===== config.mk =====
export PLATFORM = sky130hd
export DESIGN_NAME = rrb_angle_prep
export DESIGN_NICKNAME = d
export VERILOG_FILES = /design/src/sv/rotated_region_bounds_core_macros.svh /design/src/sv/rrb_pkg.sv /design/src/sv/rrb_angle_prep.sv
export SDC_FILE = /design/constraint.sdc
export NUM_CORES = 1
export LEC_CHECK = 0
export BUFFER_PORTS_ARGS = -buffer_cell sky130_fd_sc_hd__buf_4
export CAP_MARGIN = 20
export CELL_PAD_IN_SITES_DETAIL_PLACEMENT = 0
export CELL_PAD_IN_SITES_GLOBAL_PLACEMENT = 1
export CORE_ASPECT_RATIO = 0.75
export CORE_MARGIN = 2
export CORE_UTILIZATION = 35
export DETAILED_ROUTE_END_ITERATION = 8
export PLACE_DENSITY_LB_ADDON = 0.1
export SLEW_MARGIN = 20
export SYNTH_ARGS = -nofsm -noshare
export SYNTH_HDL_FRONTEND = slang
export SYNTH_SLANG_ARGS = --single-unit

===== constraint.sdc =====
create_clock -name vclk -period 16.3
set_input_delay 1.63 -clock vclk [all_inputs]
set_output_delay 1.63 -clock vclk [all_outputs]
set_load 0.02 [all_outputs]

===== src/sv/rotated_region_bounds_core_macros.svh =====
// assertion macros for the rotated region bounds core
// expects clk and rst in the scope of every use
`ifndef ROTATED_REGION_BOUNDS_CORE_MACROS_SVH
`define ROTATED_REGION_BOUNDS_CORE_MACROS_SVH

// same-cycle implication, off during reset
`define RRB_ASSERT_IMPLY(name, pre, post, msg) \
  name: assert property (@(posedge clk) disable iff (rst) (pre) |-> (post)) \
    else $error(msg);

// next-cycle implication, off during reset
`define RRB_ASSERT_NEXT(name, pre, post, msg) \
  name: assert property (@(posedge clk) disable iff (rst) (pre) |=> (post)) \
    else $error(msg);

`endif


===== src/sv/rrb_pkg.sv =====
// shared types and constants of the rotated region bounds core
// no dependencies
package rrb_pkg;

  // cordic datapath widths
  localparam int XY_W = 20;
  localparam int Z_W = 32;
  localparam int SC_W = 18;
  localparam int Q_ONE = 65536;
  localparam int CORDIC_GAIN = 39797;
  localparam int ATAN_LEN = 24;

  // atan(2^-i) in degrees, q8.24
  localparam logic signed [Z_W-1:0] ATAN_Q24 [ATAN_LEN] = '{
    32'sd754974720, 32'sd445687602, 32'sd235489088, 32'sd119537938,
    32'sd60000934, 32'sd30029717, 32'sd15018523, 32'sd7509720,
    32'sd3754917, 32'sd1877466, 32'sd938734, 32'sd469367,
    32'sd234684, 32'sd117342, 32'sd58671, 32'sd29335,
    32'sd14668, 32'sd7334, 32'sd3667, 32'sd1833,
    32'sd917, 32'sd458, 32'sd229, 32'sd115
  };

  // input word
  typedef struct packed {
    logic signed [31:0] start_x;
    logic signed [31:0] start_y;
    logic signed [31:0] end_x;
    logic signed [31:0] end_y;
    logic signed [15:0] angle_about_x;
    logic signed [15:0] angle_about_y;
    logic signed [15:0] angle_about_z;
  } item_t;

  // output word
  typedef struct packed {
    logic signed [31:0] min_x;
    logic signed [31:0] min_y;
    logic signed [31:0] max_x;
    logic signed [31:0] max_y;
  } result_t;

  // one cordic lane as it moves along the cell row
  typedef struct packed {
    logic signed [XY_W-1:0] x;
    logic signed [XY_W-1:0] y;
    logic signed [Z_W-1:0] z;
    logic neg;
  } lane_t;

endpackage


===== src/sv/rrb_angle_prep.sv =====
// angle reduction into the cordic range and lane seeding
// depends on rrb_pkg
module rrb_angle_prep #(
  parameter int ANGLE_FRAC_BITS = 6
) (
  input  logic signed [15:0] angle,
  output rrb_pkg::lane_t     lane
);
  import rrb_pkg::*;

  // number of fold steps so that turn << k covers the 16-bit range
  function automatic int fold_steps(input int turn);
    int k;
    k = 0;
    for (int i = 0; i < 16; i++) begin
      if ((turn << k) < 32768) k = k + 1;
    end
    return k;
  endfunction

  localparam int RW = 24;
  localparam int TURN = 360 << ANGLE_FRAC_BITS;
  localparam int HALF = 180 << ANGLE_FRAC_BITS;
  localparam int QUARTER = 90 << ANGLE_FRAC_BITS;
  localparam int K = fold_steps(TURN);
  localparam int BIG = TURN << K;

  logic signed [RW-1:0] a;
  logic neg;

  // modulo a full turn, then fold into +-90 degrees
  always_comb begin
    a = {{(RW-16){angle[15]}}, angle};
    if (a < 0) a = a + RW'(BIG);
    for (int k = K; k >= 0; k--) begin
      if (a >= RW'(TURN << k)) a = a - RW'(TURN << k);
    end
    if (a > RW'(HALF)) a = a - RW'(TURN);
    neg = 1'b0;
    if (a > RW'(QUARTER)) begin
      a = a - RW'(HALF);
      neg = 1'b1;
    end else if (a < RW'(-QUARTER)) begin
      a = a + RW'(HALF);
      neg = 1'b1;
    end
    lane.x = XY_W'(CORDIC_GAIN);
    lane.y = '0;
    lane.z = Z_W'(a) <<< (24 - ANGLE_FRAC_BITS);
    lane.neg = neg;
  end

endmodule


==> results.md <==
* Pre-Repair DR Iteration Count at 4
* Vias per cell at a little over 5
* DPL Wire Length at about 4.4 mm
* Final hold vios at 0
* Mapped Area at roughly 2200 um2
* Reg area at 0 um2
* Area Overhead vs Synth at -0.288%
* Tmin final at just over 10 ns
* CP peak stage delay at 0.46 ns
* Global placement routability congestion at a little over 0.8
* Layout cells sized above 1 at 0.211
* Hold_ws at around 3.5 ns
* Worst Hold Path EP: lane[25]
* Post-route DRC at 0
* Busiest layer in global routing: met1
* Setup TNS at 0 ns
* Hold-fix buffers, CTS at 0
* Static Leak at 0.980 nW
* Total power draw at about 0.22 mW
* Synth cell types at between 70 and 80
* RSZ-0062 raised after global routing: no
* Global-route wire length before repair at just over 8 mm
* Core area at around 5900 um2
* PD cells at between 100 and 150 nW/um2
* Period utilisation layout at 0.625
* Via count at about 2000
* Worst Hold Launch: angle[6]
* F_max at 98.1 MHz
* Ports at 89
* Syn_area_per_cell at just over 7 um2
* Post-Route WL at slightly above 5 mm
* Port-buffer cells at 31
* Sequential share of the synthesized area at 0
* Die Height at a little over 70 um
* Crit path buffers/inverters at 5
* Hold Crit Class: in -> out
* Antenna diode count at 0
* 1st-iter DRT viols at 86
* Met1 Usage GRT at 0.253
* Rel. slew slack at 0.491
* Post-CTS Setup Bufs at 0
* Max_cap viols at 0
* Initial Util at 0.368
* Grt total ovfl at 0
* GRT met2 Usage at 0.208
* WP data arrival at 8.57 ns
* Worst Setup End Kind: output port
* # rows at 24
* Startpoint types: input port
* Clock buf count at 0
* # nets final at ~340
* Post-Syn Instances at 302
* Number of global-route vias before repair at 1609
* Worst hold stages at 2
* Max-slew violations at 0
* Delay-heaviest family, CP: compound AO/OA/AOI/OAI gates
* Routed wire length per instance at roughly 13 um
* GR Util All Layers at 0.146
* Met3 GRT Util at 0
* VDD IR max at roughly 0.032 mV
* Worst slew pin tran at approximately 0.76 ns
* Run status: completed
* Setup Viol. Count Final at 0
* Worst path slowest cell: o32ai_4
* Antenna Violating Nets Remaining at 0
* # resized after CTS at 0
* CP required at between 10 and 15 ns
* Die ar. at 6870 um2
* Setup CP Type: in -> out
* Largest net degree at the start of global routing at 13
* Yosys warnings at 0
* Initial antenna violation count at 0
* Die W at 95.0 um
* Seq_cells at 0
* Critical path peak fanout at 12
## cells in the mapped netlist (6+ instances only)
cell type | n | area, um2
nor3_1 | 6 | 30.0
nand2_1 | 20 | 75.1
a21oi_1 | 18 | 90.1
xnor2_1 | 15 | 131
nor2_1 | 25 | 93.8
mux2i_1 | 7 | 70.1
o22ai_1 | 7 | 43.8
o21ai_0 | 13 | 65.1
buf_4 | 69 | 518
inv_1 | 12 | 45.0
ha_1 | 8 | 100
## how the worst max path moves through the flow
stage	from	endpoint	slack [ns]	cells past startpoint
finish	angle[10]	lane[30]	6.10	28
global placement	angle[10]	lane[30]	6.16	28
CTS	angle[10]	lane[29]	6.11	28
detailed placement	angle[10]	lane[29]	6.13	28
floorplan	angle[10]	lane[32]	6.95	25
global route	angle[10]	lane[31]	5.56	28
## routing by layer
metal / vias up / routed length (um)
li1: 1013 / -
met1: 915 / 2850
met2: 69 / 2030
met3: 0 / 316
met4: 0 / 0
met5: - / 0
## kinds of logic (layout without fill, tap and decap cells)
| logic type | Yosys count | in the layout | share of synthesized area |
|---|---|---|---|
| AOI/OAI and AO/OA | 94 | 94 | 0.344 |
| and+or+nand+nor | 87 | 87 | 0.216 |
| buffers and inverters | 85 | 44 | 0.277 |
| xor gates and xnor gates | 18 | 18 | 0.0759 |
| adders and majority gates | 8 | 8 | 0.0460 |
| muxes | 8 | 8 | 0.0374 |
| other | 2 | 59 | 0.00345 |
## report_power, final
group / switching, mW / total, mW / internal, mW
sequential: 0 / 0 / 0
combinational: 0.131 / 0.217 / 0.0862
clock: 0 / 0 / 0
## per-stage QoR
step	utilization	setup WS (ns)	cell area [um2]	std cells
after floorplan	-	6.95	2390	359
after global placement	0.367	6.16	2170	396
final	0.367	6.10	2170	396
after global routing	0.367	5.56	2170	396
after detailed placement	0.367	6.13	2170	396
after CTS	0.367	6.11	2170	396
## placed cells by master, fill, tap and decap left out, types with 5 or more instances in the layout
cell type | Yosys | routed
o22ai_1 | 7 | 7
ha_1 | 8 | 8
o21ai_0 | 13 | 13
mux2i_1 | 7 | 7
xnor2_1 | 15 | 15
nor3_1 | 6 | 6
buf_4 | 69 | 32
a21oi_1 | 18 | 18
nor4_1 | 5 | 5
nor2_1 | 25 | 25
inv_1 | 12 | 12
a31oi_1 | 5 | 5
conb_1 | 2 | 59
nand2_1 | 20 | 20
## final cells by class
class / instances / area [um2]
timing repair buffer: 32 / 240
multi-input combinational: 274 / 1790
fill: 670 / 3750
inverter: 12 / 45.0
tap: 78 / 97.6
No activity file was read; power rests on OpenSTA's default activity.
