[src/sv/rotated_region_bounds_core_macros.svh]
// assertion macros for the rotated region bounds core
// expects clk and rst in the scope of every use
`ifndef ROTATED_REGION_BOUNDS_CORE_MACROS_SVH
`define ROTATED_REGION_BOUNDS_CORE_MACROS_SVH

// same-cycle implication, off during reset
`define RRB_ASSERT_IMPLY(name, pre, post, msg) \
  name: assert property (@(posedge clk) disable iff (rst) (pre) |-> (post)) \
    else $error(msg);

// next-cycle implication, off during reset
`define RRB_ASSERT_NEXT(name, pre, post, msg) \
  name: assert property (@(posedge clk) disable iff (rst) (pre) |=> (post)) \
    else $error(msg);

`endif

[src/sv/rrb_pkg.sv]
// shared types and constants of the rotated region bounds core
// no dependencies
package rrb_pkg;

  // cordic datapath widths
  localparam int XY_W = 20;
  localparam int Z_W = 32;
  localparam int SC_W = 18;
  localparam int Q_ONE = 65536;
  localparam int CORDIC_GAIN = 39797;
  localparam int ATAN_LEN = 24;

  // atan(2^-i) in degrees, q8.24
  localparam logic signed [Z_W-1:0] ATAN_Q24 [ATAN_LEN] = '{
    32'sd754974720, 32'sd445687602, 32'sd235489088, 32'sd119537938,
    32'sd60000934, 32'sd30029717, 32'sd15018523, 32'sd7509720,
    32'sd3754917, 32'sd1877466, 32'sd938734, 32'sd469367,
    32'sd234684, 32'sd117342, 32'sd58671, 32'sd29335,
    32'sd14668, 32'sd7334, 32'sd3667, 32'sd1833,
    32'sd917, 32'sd458, 32'sd229, 32'sd115
  };

  // input word
  typedef struct packed {
    logic signed [31:0] start_x;
    logic signed [31:0] start_y;
    logic signed [31:0] end_x;
    logic signed [31:0] end_y;
    logic signed [15:0] angle_about_x;
    logic signed [15:0] angle_about_y;
    logic signed [15:0] angle_about_z;
  } item_t;

  // output word
  typedef struct packed {
    logic signed [31:0] min_x;
    logic signed [31:0] min_y;
    logic signed [31:0] max_x;
    logic signed [31:0] max_y;
  } result_t;

  // one cordic lane as it moves along the cell row
  typedef struct packed {
    logic signed [XY_W-1:0] x;
    logic signed [XY_W-1:0] y;
    logic signed [Z_W-1:0] z;
    logic neg;
  } lane_t;

endpackage

[src/sv/rrb_cordic_cell.sv]
// one cordic rotation cell, registered, passes its lane to the next cell
// depends on rrb_pkg
module rrb_cordic_cell #(
  parameter int STAGE = 0
) (
  input  logic           clk,
  input  logic           en,
  input  rrb_pkg::lane_t d,
  output rrb_pkg::lane_t q
);
  import rrb_pkg::*;

  lane_t nxt;
  logic signed [XY_W-1:0] shx, shy;

  // micro-rotation towards zero residual angle
  always_comb begin
    shx = d.x >>> STAGE;
    shy = d.y >>> STAGE;
    nxt = d;
    if (!d.z[Z_W-1]) begin
      nxt.x = d.x - shy;
      nxt.y = d.y + shx;
      nxt.z = d.z - ATAN_Q24[STAGE];
    end else begin
      nxt.x = d.x + shy;
      nxt.y = d.y - shx;
      nxt.z = d.z + ATAN_Q24[STAGE];
    end
  end

  // hand on to the neighbour
  always_ff @(posedge clk) begin
    if (en) q <= nxt;
  end

endmodule

[config.mk]
export PLATFORM = sky130hd
export DESIGN_NAME = rrb_cordic_cell
export DESIGN_NICKNAME = d
export VERILOG_FILES = /design/src/sv/rotated_region_bounds_core_macros.svh /design/src/sv/rrb_pkg.sv /design/src/sv/rrb_cordic_cell.sv
export SDC_FILE = /design/constraint.sdc
export NUM_CORES = 1
export LEC_CHECK = 0
export BUFFER_PORTS_ARGS = -buffer_cell sky130_fd_sc_hd__clkbuf_2
export CAP_MARGIN = 40
export CORE_MARGIN = 5
export CORE_UTILIZATION = 30
export CTS_CLUSTER_DIAMETER = 200
export DETAILED_ROUTE_END_ITERATION = 16
export MAX_ROUTING_LAYER = met4
export PLACE_DENSITY_LB_ADDON = 0.15
export REMOVE_ABC_BUFFERS = 1
export SETUP_SLACK_MARGIN = 0.3
export SYNTH_ARGS = -nofsm -noshare
export SYNTH_HDL_FRONTEND = slang
export SYNTH_SLANG_ARGS = --single-unit
[constraint.sdc]
create_clock -name clk -period 3.2 [get_ports clk]
set_input_delay 0.64 -clock clk [delete_from_list [all_inputs] [get_ports clk]]
set_output_delay 0.64 -clock clk [all_outputs]
set_load 0.01 [all_outputs]
==> summary.txt, run 1 <==
Run status
  • Status: finished, final reports clean

Routing
  • Final ANT Viol Nets: 0
  • Via count: 4647
  • Drt pass-1 iters: 4
  • Drt drc: 0
  • Initial drt markers: 244
  • Post-DR wirelength/cell: 16.0 um
  • Vias per std cell: 4.84
  • WL final: 15.4 mm

Synth
  • Post-Synthesis Cells: 541
  • Register area share after synthesis: 39.9%
  • Synth Register Bits: 72
  • Asr flop ratio synth: 0%
  • Syn avg cell area: 10.0 um^2
  • Netlist Area Pre-Place: 5420 um^2
  • Number of synthesized flops with an enable pin: 72
  • Predominant post-synthesis flop cell: edfxtp_1
  • YS warnings: 0
  • Synth cell types: 60

Worst setup path
  • Crit-path slowest cell: a2111oi_4
  • Startpoint Class: primary input
  • Top cell by count, worst path: nand2b_1
  • Crit-path leading delay family: compound AO/OA/AOI/OAI gates
  • Worst Path Class, Setup: in2reg
  • Crit end category: flop
  • Crit-path cells: buf_8, ha_4, fa_2, nand2b_1, a21oi_2, o31ai_2, nand2b_1, a311o_1, a2111oi_4, a2bb2oi_2, xnor2_1
  • Crit Path Max Fanout: 3
  • CP Buf/Inv Count: 1
  • Max incr delay on CP: 0.43 ns
  • WP data required: 3.28 ns
  • Critical Path AT: 2.93 ns

Layout
  • Most frequent cells in the layout: clkbuf_2, edfxtp_1, inv_1, a21oi_1, ha_1
  • Number of antenna diodes: 0
  • Biggest regs: q: 72 flops
  • Fill cells: 1791
  • Total Nets Final: 868
  • Flip-flop and latch area: 2160 um^2
  • Area of the multi-input gates: 3100 um^2
  • Final instance area: 7280 um^2
  • Layout cells sized above 1: 33.8%
  • Number of flip-flops in the largest register: 72
  • Final Core Density: 40.7%
  • Commonest non-fill, non-tap cell in the layout: clkbuf_2
  • Largest reg by FF count: q
  • Area delta synth->final: 34.4%

Timing
  • Max Clk Rate: 351 MHz
  • Setup TNS: 0 ns
  • RSZ-0062 raised after global routing: yes
  • Worst slew pin tran: 0.611 ns
  • Final Max Tran Viols: 0
  • # setup viols final: 0
  • Worst slew margin: 59.2%
  • Min Tclk post-route: 2.85 ns
  • Period utilisation layout: 89.0%
  • Final hold violations: 0

Power
  • Post-route total power: 0.00341 W
  • Power per standard cell area: 468 nW/um^2
  • LEAKAGE: 3.30 nW
  • Max VDD drop: 0.219 mV

Placement
  • Routability cong.: 0.861
  • DPL Wire Length: 12.6 mm
  • Placed Area: 6720 um^2
  • I/O Buffers: 147

Clocking
  • H-tree levels: 3
  • TritonCTS Buffers: 9
  • CTS root buffer: clkbuf_16
  • Clock sink count: 72
  • Worst-path clk slew: 0.06 ns
  • Clock Path Buffers: 2
  • CTS tree: done
  • Cts hold-fix bufs: 0

Floorplanning
  • Core Rows: 49
  • Die X-Extent: 144 um
  • IO Pins: 148
  • CORE AREA: 17900 um^2
  • Die Ht: 144 um
  • Die area: 20900 um^2
  • Initial core utilization: 30.3%

Hold path
  • Min-delay src: d[5]
  • Worst Hold End: q[5]$_DFFE_PP_
  • Hold Path Cell Cnt: 1
  • Hold WC Path Type: in2reg

GRT
  • Remaining global-route overflow: 0
  • Met1 global-route usage: 18.6%
  • Largest net degree at the start of global routing: 57
  • GRT Total Usage: 14.8%
  • Initial antenna violation count: 0
  • Met2 usage: 24.6%
  • Vias in the first global route: 4699
  • Met3 global-route usage: 1.72%
  • Global routing's busiest layer: met2
  • First-pass GRT wire length: 23.8 mm

Run
  • Max_cap viols: 0
## metrics by stage
stage | hold slack (ns) | instances | setup WS (ns)
2_1_floorplan | 0.739 | 517 | 0.126
3_3_place_gp | 0.817 | 942 | -0.0550
3_5_place_dp | 0.819 | 942 | -0.0988
4_1_cts | 0.475 | 958 | 0.285
5_1_grt | 0.474 | 960 | 0.227
6_report | 0.494 | 960 | 0.352
## area by class of cell
cell class	count	area share, %
timing repair buffer	198	15.9
clock inverter	6	1.48
clock buffer	10	3.14
inverter	64	3.33
sequential	72	29.7
multi-input combinational	381	42.5
tap	229	3.93
## power breakdown
group / switching [W] / leakage, nW / internal, W
logic: 0.000582 / 2.43 / 0.000454
clock network: 0.000375 / 0.164 / 0.000759
registers: 0.0000364 / 0.705 / 0.00121
## what timing repair did
action / CTS / global route
buffers inserted: 0 / 2
pin swaps: 3 / 18
gates resized for setup: 2 / 47
endpoints found under the setup margin: 3 / 17
## metal layers
layer / vias to the layer above / share of wire [%]
met3: 28 / 5.4
met1: 2162 / 44
li1: 2323 / -
met5: - / 0
met4: 0 / 2.6
met2: 134 / 48
## logic make-up (layout without fill, tap and decap cells)
group / Yosys count / in the layout / share of synthesized area (%)
simple gates: 93 / 93 / 8.77
xor+xnor: 42 / 42 / 6.79
flops: 72 / 72 / 39.9
buf+inv: 88 / 278 / 6.26
mux: 8 / 8 / 1.48
fa+ha+maj: 67 / 67 / 16.0
compound gates: 171 / 171 / 20.8
## how the worst max path moves through the flow
| stage | from | to | depth (start not counted) |
|---|---|---|---|
| CTS | d[33] | q[71]$_DFFE_PP_ | 11 |
| global placement | d[34] | q[52]$_DFFE_PP_ | 11 |
| floorplan | d[45] | q[70]$_DFFE_PP_ | 10 |
| detailed placement | d[53] | q[71]$_DFFE_PP_ | 11 |
| finish | d[53] | q[51]$_DFFE_PP_ | 11 |
| global route | d[53] | q[71]$_DFFE_PP_ | 11 |
## synthesized netlist by cell type (all sizes together) (3+ instances only)
| master | instances | area, um^2 |
|---|---|---|
| fa | 4 | 80.1 |
| o31ai | 7 | 57.6 |
| a2bb2oi | 3 | 32.5 |
| nor2b | 6 | 37.5 |
| nand2 | 18 | 67.6 |
| o22ai | 3 | 18.8 |
| nor3 | 14 | 81.3 |
| buf | 9 | 42.5 |
| nor4 | 3 | 18.8 |
| clkbuf | 15 | 56.3 |
| nand4 | 6 | 37.5 |
| a221o | 4 | 40.0 |
| a211oi | 7 | 52.6 |
| a21o | 13 | 97.6 |
| and3 | 3 | 18.8 |
| nand2b | 6 | 37.5 |
| a21oi | 59 | 295 |
| nand3 | 3 | 15.0 |
| inv | 62 | 233 |
| a2111oi | 3 | 45.1 |
| mux2i | 8 | 80.1 |
| edfxtp | 72 | 2160 |
| xnor2 | 36 | 315 |
| xor2 | 6 | 52.6 |
| nor2 | 25 | 93.8 |
| ha | 63 | 788 |
| o21ai | 34 | 170 |
| a21boi | 3 | 22.5 |
| o21bai | 13 | 97.6 |
| a211o | 5 | 43.8 |
Note: power is estimated with default switching activity, not from simulation.
==> run 2: changes to the inputs <==
--- a/config.mk
+++ b/config.mk
@@ -5,6 +5,7 @@
 export SDC_FILE = /design/constraint.sdc
 export NUM_CORES = 1
 export LEC_CHECK = 0
+export ABC_AREA = 1
 export BUFFER_PORTS_ARGS = -buffer_cell sky130_fd_sc_hd__clkbuf_2
 export CAP_MARGIN = 40
 export CORE_MARGIN = 5
==> run 2 against run 1 <==
  * Combinational power barely moved
  * Critical endpoint is now q[52]$_DFFE_PP_
  * Via count is 23% higher
  * Clock power about the same
  * Die area increased by 17%
  * Power decreased by 1.6%
  * Non-clock buffer count is 48 lower
  * Synthesized area rose by 18%
  * Flip-flop and latch count stayed put
==> summary.txt, run 2 <==
Synth
  • Number of synthesized flops with an enable pin: 72 (unchanged)
  • Synth Register Bits: 72 (unchanged)
  • Register area share after synthesis: 33.8% (-6.1 points)
  • Yosys top cell by area: edfxtp_1
  • Count leader, synth: nand2_1
  • Asr flop ratio synth: 0% (unchanged)
  • Synth cell count leaders: nand2_1, inv_1, nand3_1, edfxtp_1, ha_1
  • Synth top area share: 33.8% (-6.1 points)
  • Predominant post-synthesis flop cell: edfxtp_1
  • Synth cell types: 36 (-40%)
  • Syn avg cell area: 7.56 um^2 (-24%)
  • Netlist Area Pre-Place: 6400 um^2 (+18%)
  • Post-Synthesis Cells: 846 (+56%)
  • Largest cells by area after synthesis: edfxtp_1, nand2_1, ha_1, inv_1, nand3_1
  • YS warnings: 0 (unchanged)

Routing
  • Drt pass-1 iters: 5 (+1)
  • Vias per std cell: 4.54 (-6.2%)
  • Post-DR wirelength/cell: 14.5 um (-9.9%)
  • Drt drc: 0 (unchanged)
  • Final ANT Viol Nets: 0 (unchanged)
  • WL final: 18.2 mm (+18%)
  • Initial drt markers: 266 (+9.0%)
  • Via count: 5723 (+23%)

Placement
  • I/O Buffers: 147 (unchanged)
  • Placement Setup Slack: 0.498 ns (+0.597 ns)
  • Routability cong.: 0.859 (-0.23%)
  • DPL Wire Length: 14.8 mm (+17%)

GRT
  • Initial antenna violation count: 0 (unchanged)
  • Vias in the first global route: 5639 (+20%)
  • GRT Total Usage: 15.4% (+0.56 points)
  • Remaining global-route overflow: 0 (unchanged)
  • Largest net degree at the start of global routing: 51 (-11%)
  • First-pass GRT wire length: 28.8 mm (+21%)

Floorplanning
  • Core Rows: 53 (+8.2%)
  • Die area: 24400 um^2 (+17%)
  • IO Pins: 148 (unchanged)
  • Die X-Extent: 156 um (+8.1%)
  • Die Ht: 156 um (+8.1%)
  • Initial core utilization: 30.4% (+0.17 points)
  • CORE AREA: 21000 um^2 (+17%)

Clocking
  • TritonCTS Buffers: 9 (unchanged)
  • Setup Buffers After CTS: 0 (unchanged)
  • Resized cells post-CTS: 0 (-2)
  • CTS tree: done
  • Clock sink count: 72 (unchanged)
  • CTS root buffer: clkbuf_16
  • Cts hold-fix bufs: 0 (unchanged)
  • Clock Path Buffers: 2 (unchanged)
  • Worst-path clk slew: 0.06 ns (about the same)
  • H-tree levels: 3 (unchanged)

Worst setup path
  • Crit end category: flop
  • Critical Path AT: 2.45 ns (-0.48 ns)
  • Crit Path Max Fanout: 13 (+10)
  • WP data required: 3.29 ns (about the same)
  • Startpoint Class: primary input
  • Worst Path Class, Setup: in2reg

Timing
  • Final Max Tran Viols: 0 (unchanged)
  • Final hold violations: 0 (unchanged)
  • Final setup margin: 0.844 ns (+0.492 ns)
  • Max Clk Rate: 424 MHz (+21%)
  • RSZ-0062 raised after global routing: no
  • Worst slew pin tran: 0.531 ns (-0.0802 ns)
  • Min Tclk post-route: 2.36 ns (-0.492 ns)
  • Period utilisation layout: 73.6% (-15 points)
  • # setup viols final: 0 (unchanged)
  • Setup TNS: 0 ns (unchanged)
  • Worst slew margin: 64.6% (+5.3 points)

Power
  • Power per standard cell area: 438 nW/um^2 (-6.4%)
  • Switch Pwr: 0.00113 W (+14%)
  • Net Sw Frac: 33.8% (+4.7 points)
  • Int Power: 0.00222 W (-8.1%)
  • LEAKAGE: 3.92 nW (+19%)
  • Clk pwr share: 32.7% (-0.5 points)
  • Combinational fraction of design power: 31.1% (+0.7 points)
  • Max VDD drop: 0.191 mV (-13%)
  • Flop pwr share: 36.1% (-0.3 points)

Layout
  • Largest reg by FF count: q
  • Most frequent cells in the layout: nand2_1, clkbuf_2, inv_1, nand3_1, edfxtp_1
  • Total Nets Final: 1124 (+29%)
  • Number of antenna diodes: 0 (unchanged)
  • Number of flip-flops in the largest register: 72 (unchanged)
  • Layout cells sized above 1: 22.8% (-11 points)
  • Fill cells: 2218 (+24%)
  • Final Core Density: 36.4% (-4.3 points)
  • Area delta synth->final: 19.6%
  • Biggest regs: q: 72 flops
  • Commonest non-fill, non-tap cell in the layout: nand2_1

Hold path
  • Min-delay src: d[9]
  • Worst Hold End: q[9]$_DFFE_PP_
  • Hold Path Cell Cnt: 1 (unchanged)
  • Hold WC Path Type: in2reg

Run status
  • Status: finished, final reports clean

Run
  • Max_cap viols: 0 (unchanged)
==> run 2: changes by cell type after synthesis, moves of 14 or more <==
cell / before / now
nor2_1: 25 / 47
a21oi_1: 59 / 45
xnor2_1: 36 / 1
nand3_1: 3 / 82
inv_1: 61 / 118
nand2_1: 18 / 248
==> run 2: power by group through the flow <==
stage | combinational [W] | sequential [W] | clock (W)
4_1_cts | 0.00106 | 0.00121 | 0.00114
6_report | 0.00105 | 0.00121 | 0.00110
3_5_place_dp | 0.00105 | 0.00123 | 0
2_1_floorplan | 0.000601 | 0.00130 | 0
3_3_place_gp | 0.00105 | 0.00123 | 0
5_1_grt | 0.00119 | 0.00122 | 0.00118
==> run 2: stage by stage <==
step	cells	power, W	cell area, um^2	hold slack [ns]
5_1_grt	1261	0.00359	7650	0.455
3_5_place_dp	1246	0.00228	7340	0.819
3_3_place_gp	1245	0.00228	7320	0.817
4_1_cts	1261	0.00342	7650	0.456
2_1_floorplan	821	0.00190	6220	0.739
6_report	1261	0.00336	7650	0.474
==> run 2: cell families after synthesis <==
family,share of synthesized area (%)
compound gates,9.35
xor+xnor,2.74
fa+ha+maj,13.6
buf+inv,10.5
flops,33.8
simple gates,30.1
==> run 2: routing by layer <==
layer | GRT usage [%] | wire length (um) | part of all wire [%] | up-vias
met5 | - | 0 | 0 | -
met4 | 3.17 | 152 | 0.83 | 0
met3 | 2.33 | 916 | 5.0 | 10
met2 | 24.8 | 8410 | 46 | 145
met1 | 20.7 | 8750 | 48 | 2571
li1 | - | - | - | 2997
==> run 2: worst max-delay path: stages <==
cell      delay [ns]
clkbuf_2        0.11
inv_1           0.05
ha_1            0.57
nand2_1         0.30
nor2_2          0.21
nand2_1         0.12
nor2_2          0.13
nand2_1         0.07
nand3_1         0.08
nand2_1         0.05
nand3_1         0.06
nand2_1         0.06
==> run 2: cell type report <==
class | count | area (um^2) | share of cell area [%]
multi-input combinational | 619 | 3570 | 46.6
sequential | 72 | 2160 | 28.2
timing repair buffer | 150 | 781 | 10.2
inverter | 130 | 490 | 6.41
tap | 275 | 344 | 4.49
clock buffer | 9 | 225 | 2.94
clock inverter | 6 | 85.1 | 1.11
==> run 2: worst max-delay path by stage <==
| stage | start | endpoint | slack (ns) | cells after the start |
|---|---|---|---|---|
| floorplan | d[32] | q[30]$_DFFE_PP_ | 0.87 | 7 |
| global placement | d[42] | q[52]$_DFFE_PP_ | 0.49 | 12 |
| detailed placement | d[42] | q[52]$_DFFE_PP_ | 0.50 | 12 |
| CTS | d[43] | q[52]$_DFFE_PP_ | 0.86 | 12 |
| global route | d[43] | q[72]$_DFFE_PP_ | 0.63 | 12 |
| finish | d[43] | q[52]$_DFFE_PP_ | 0.84 | 12 |
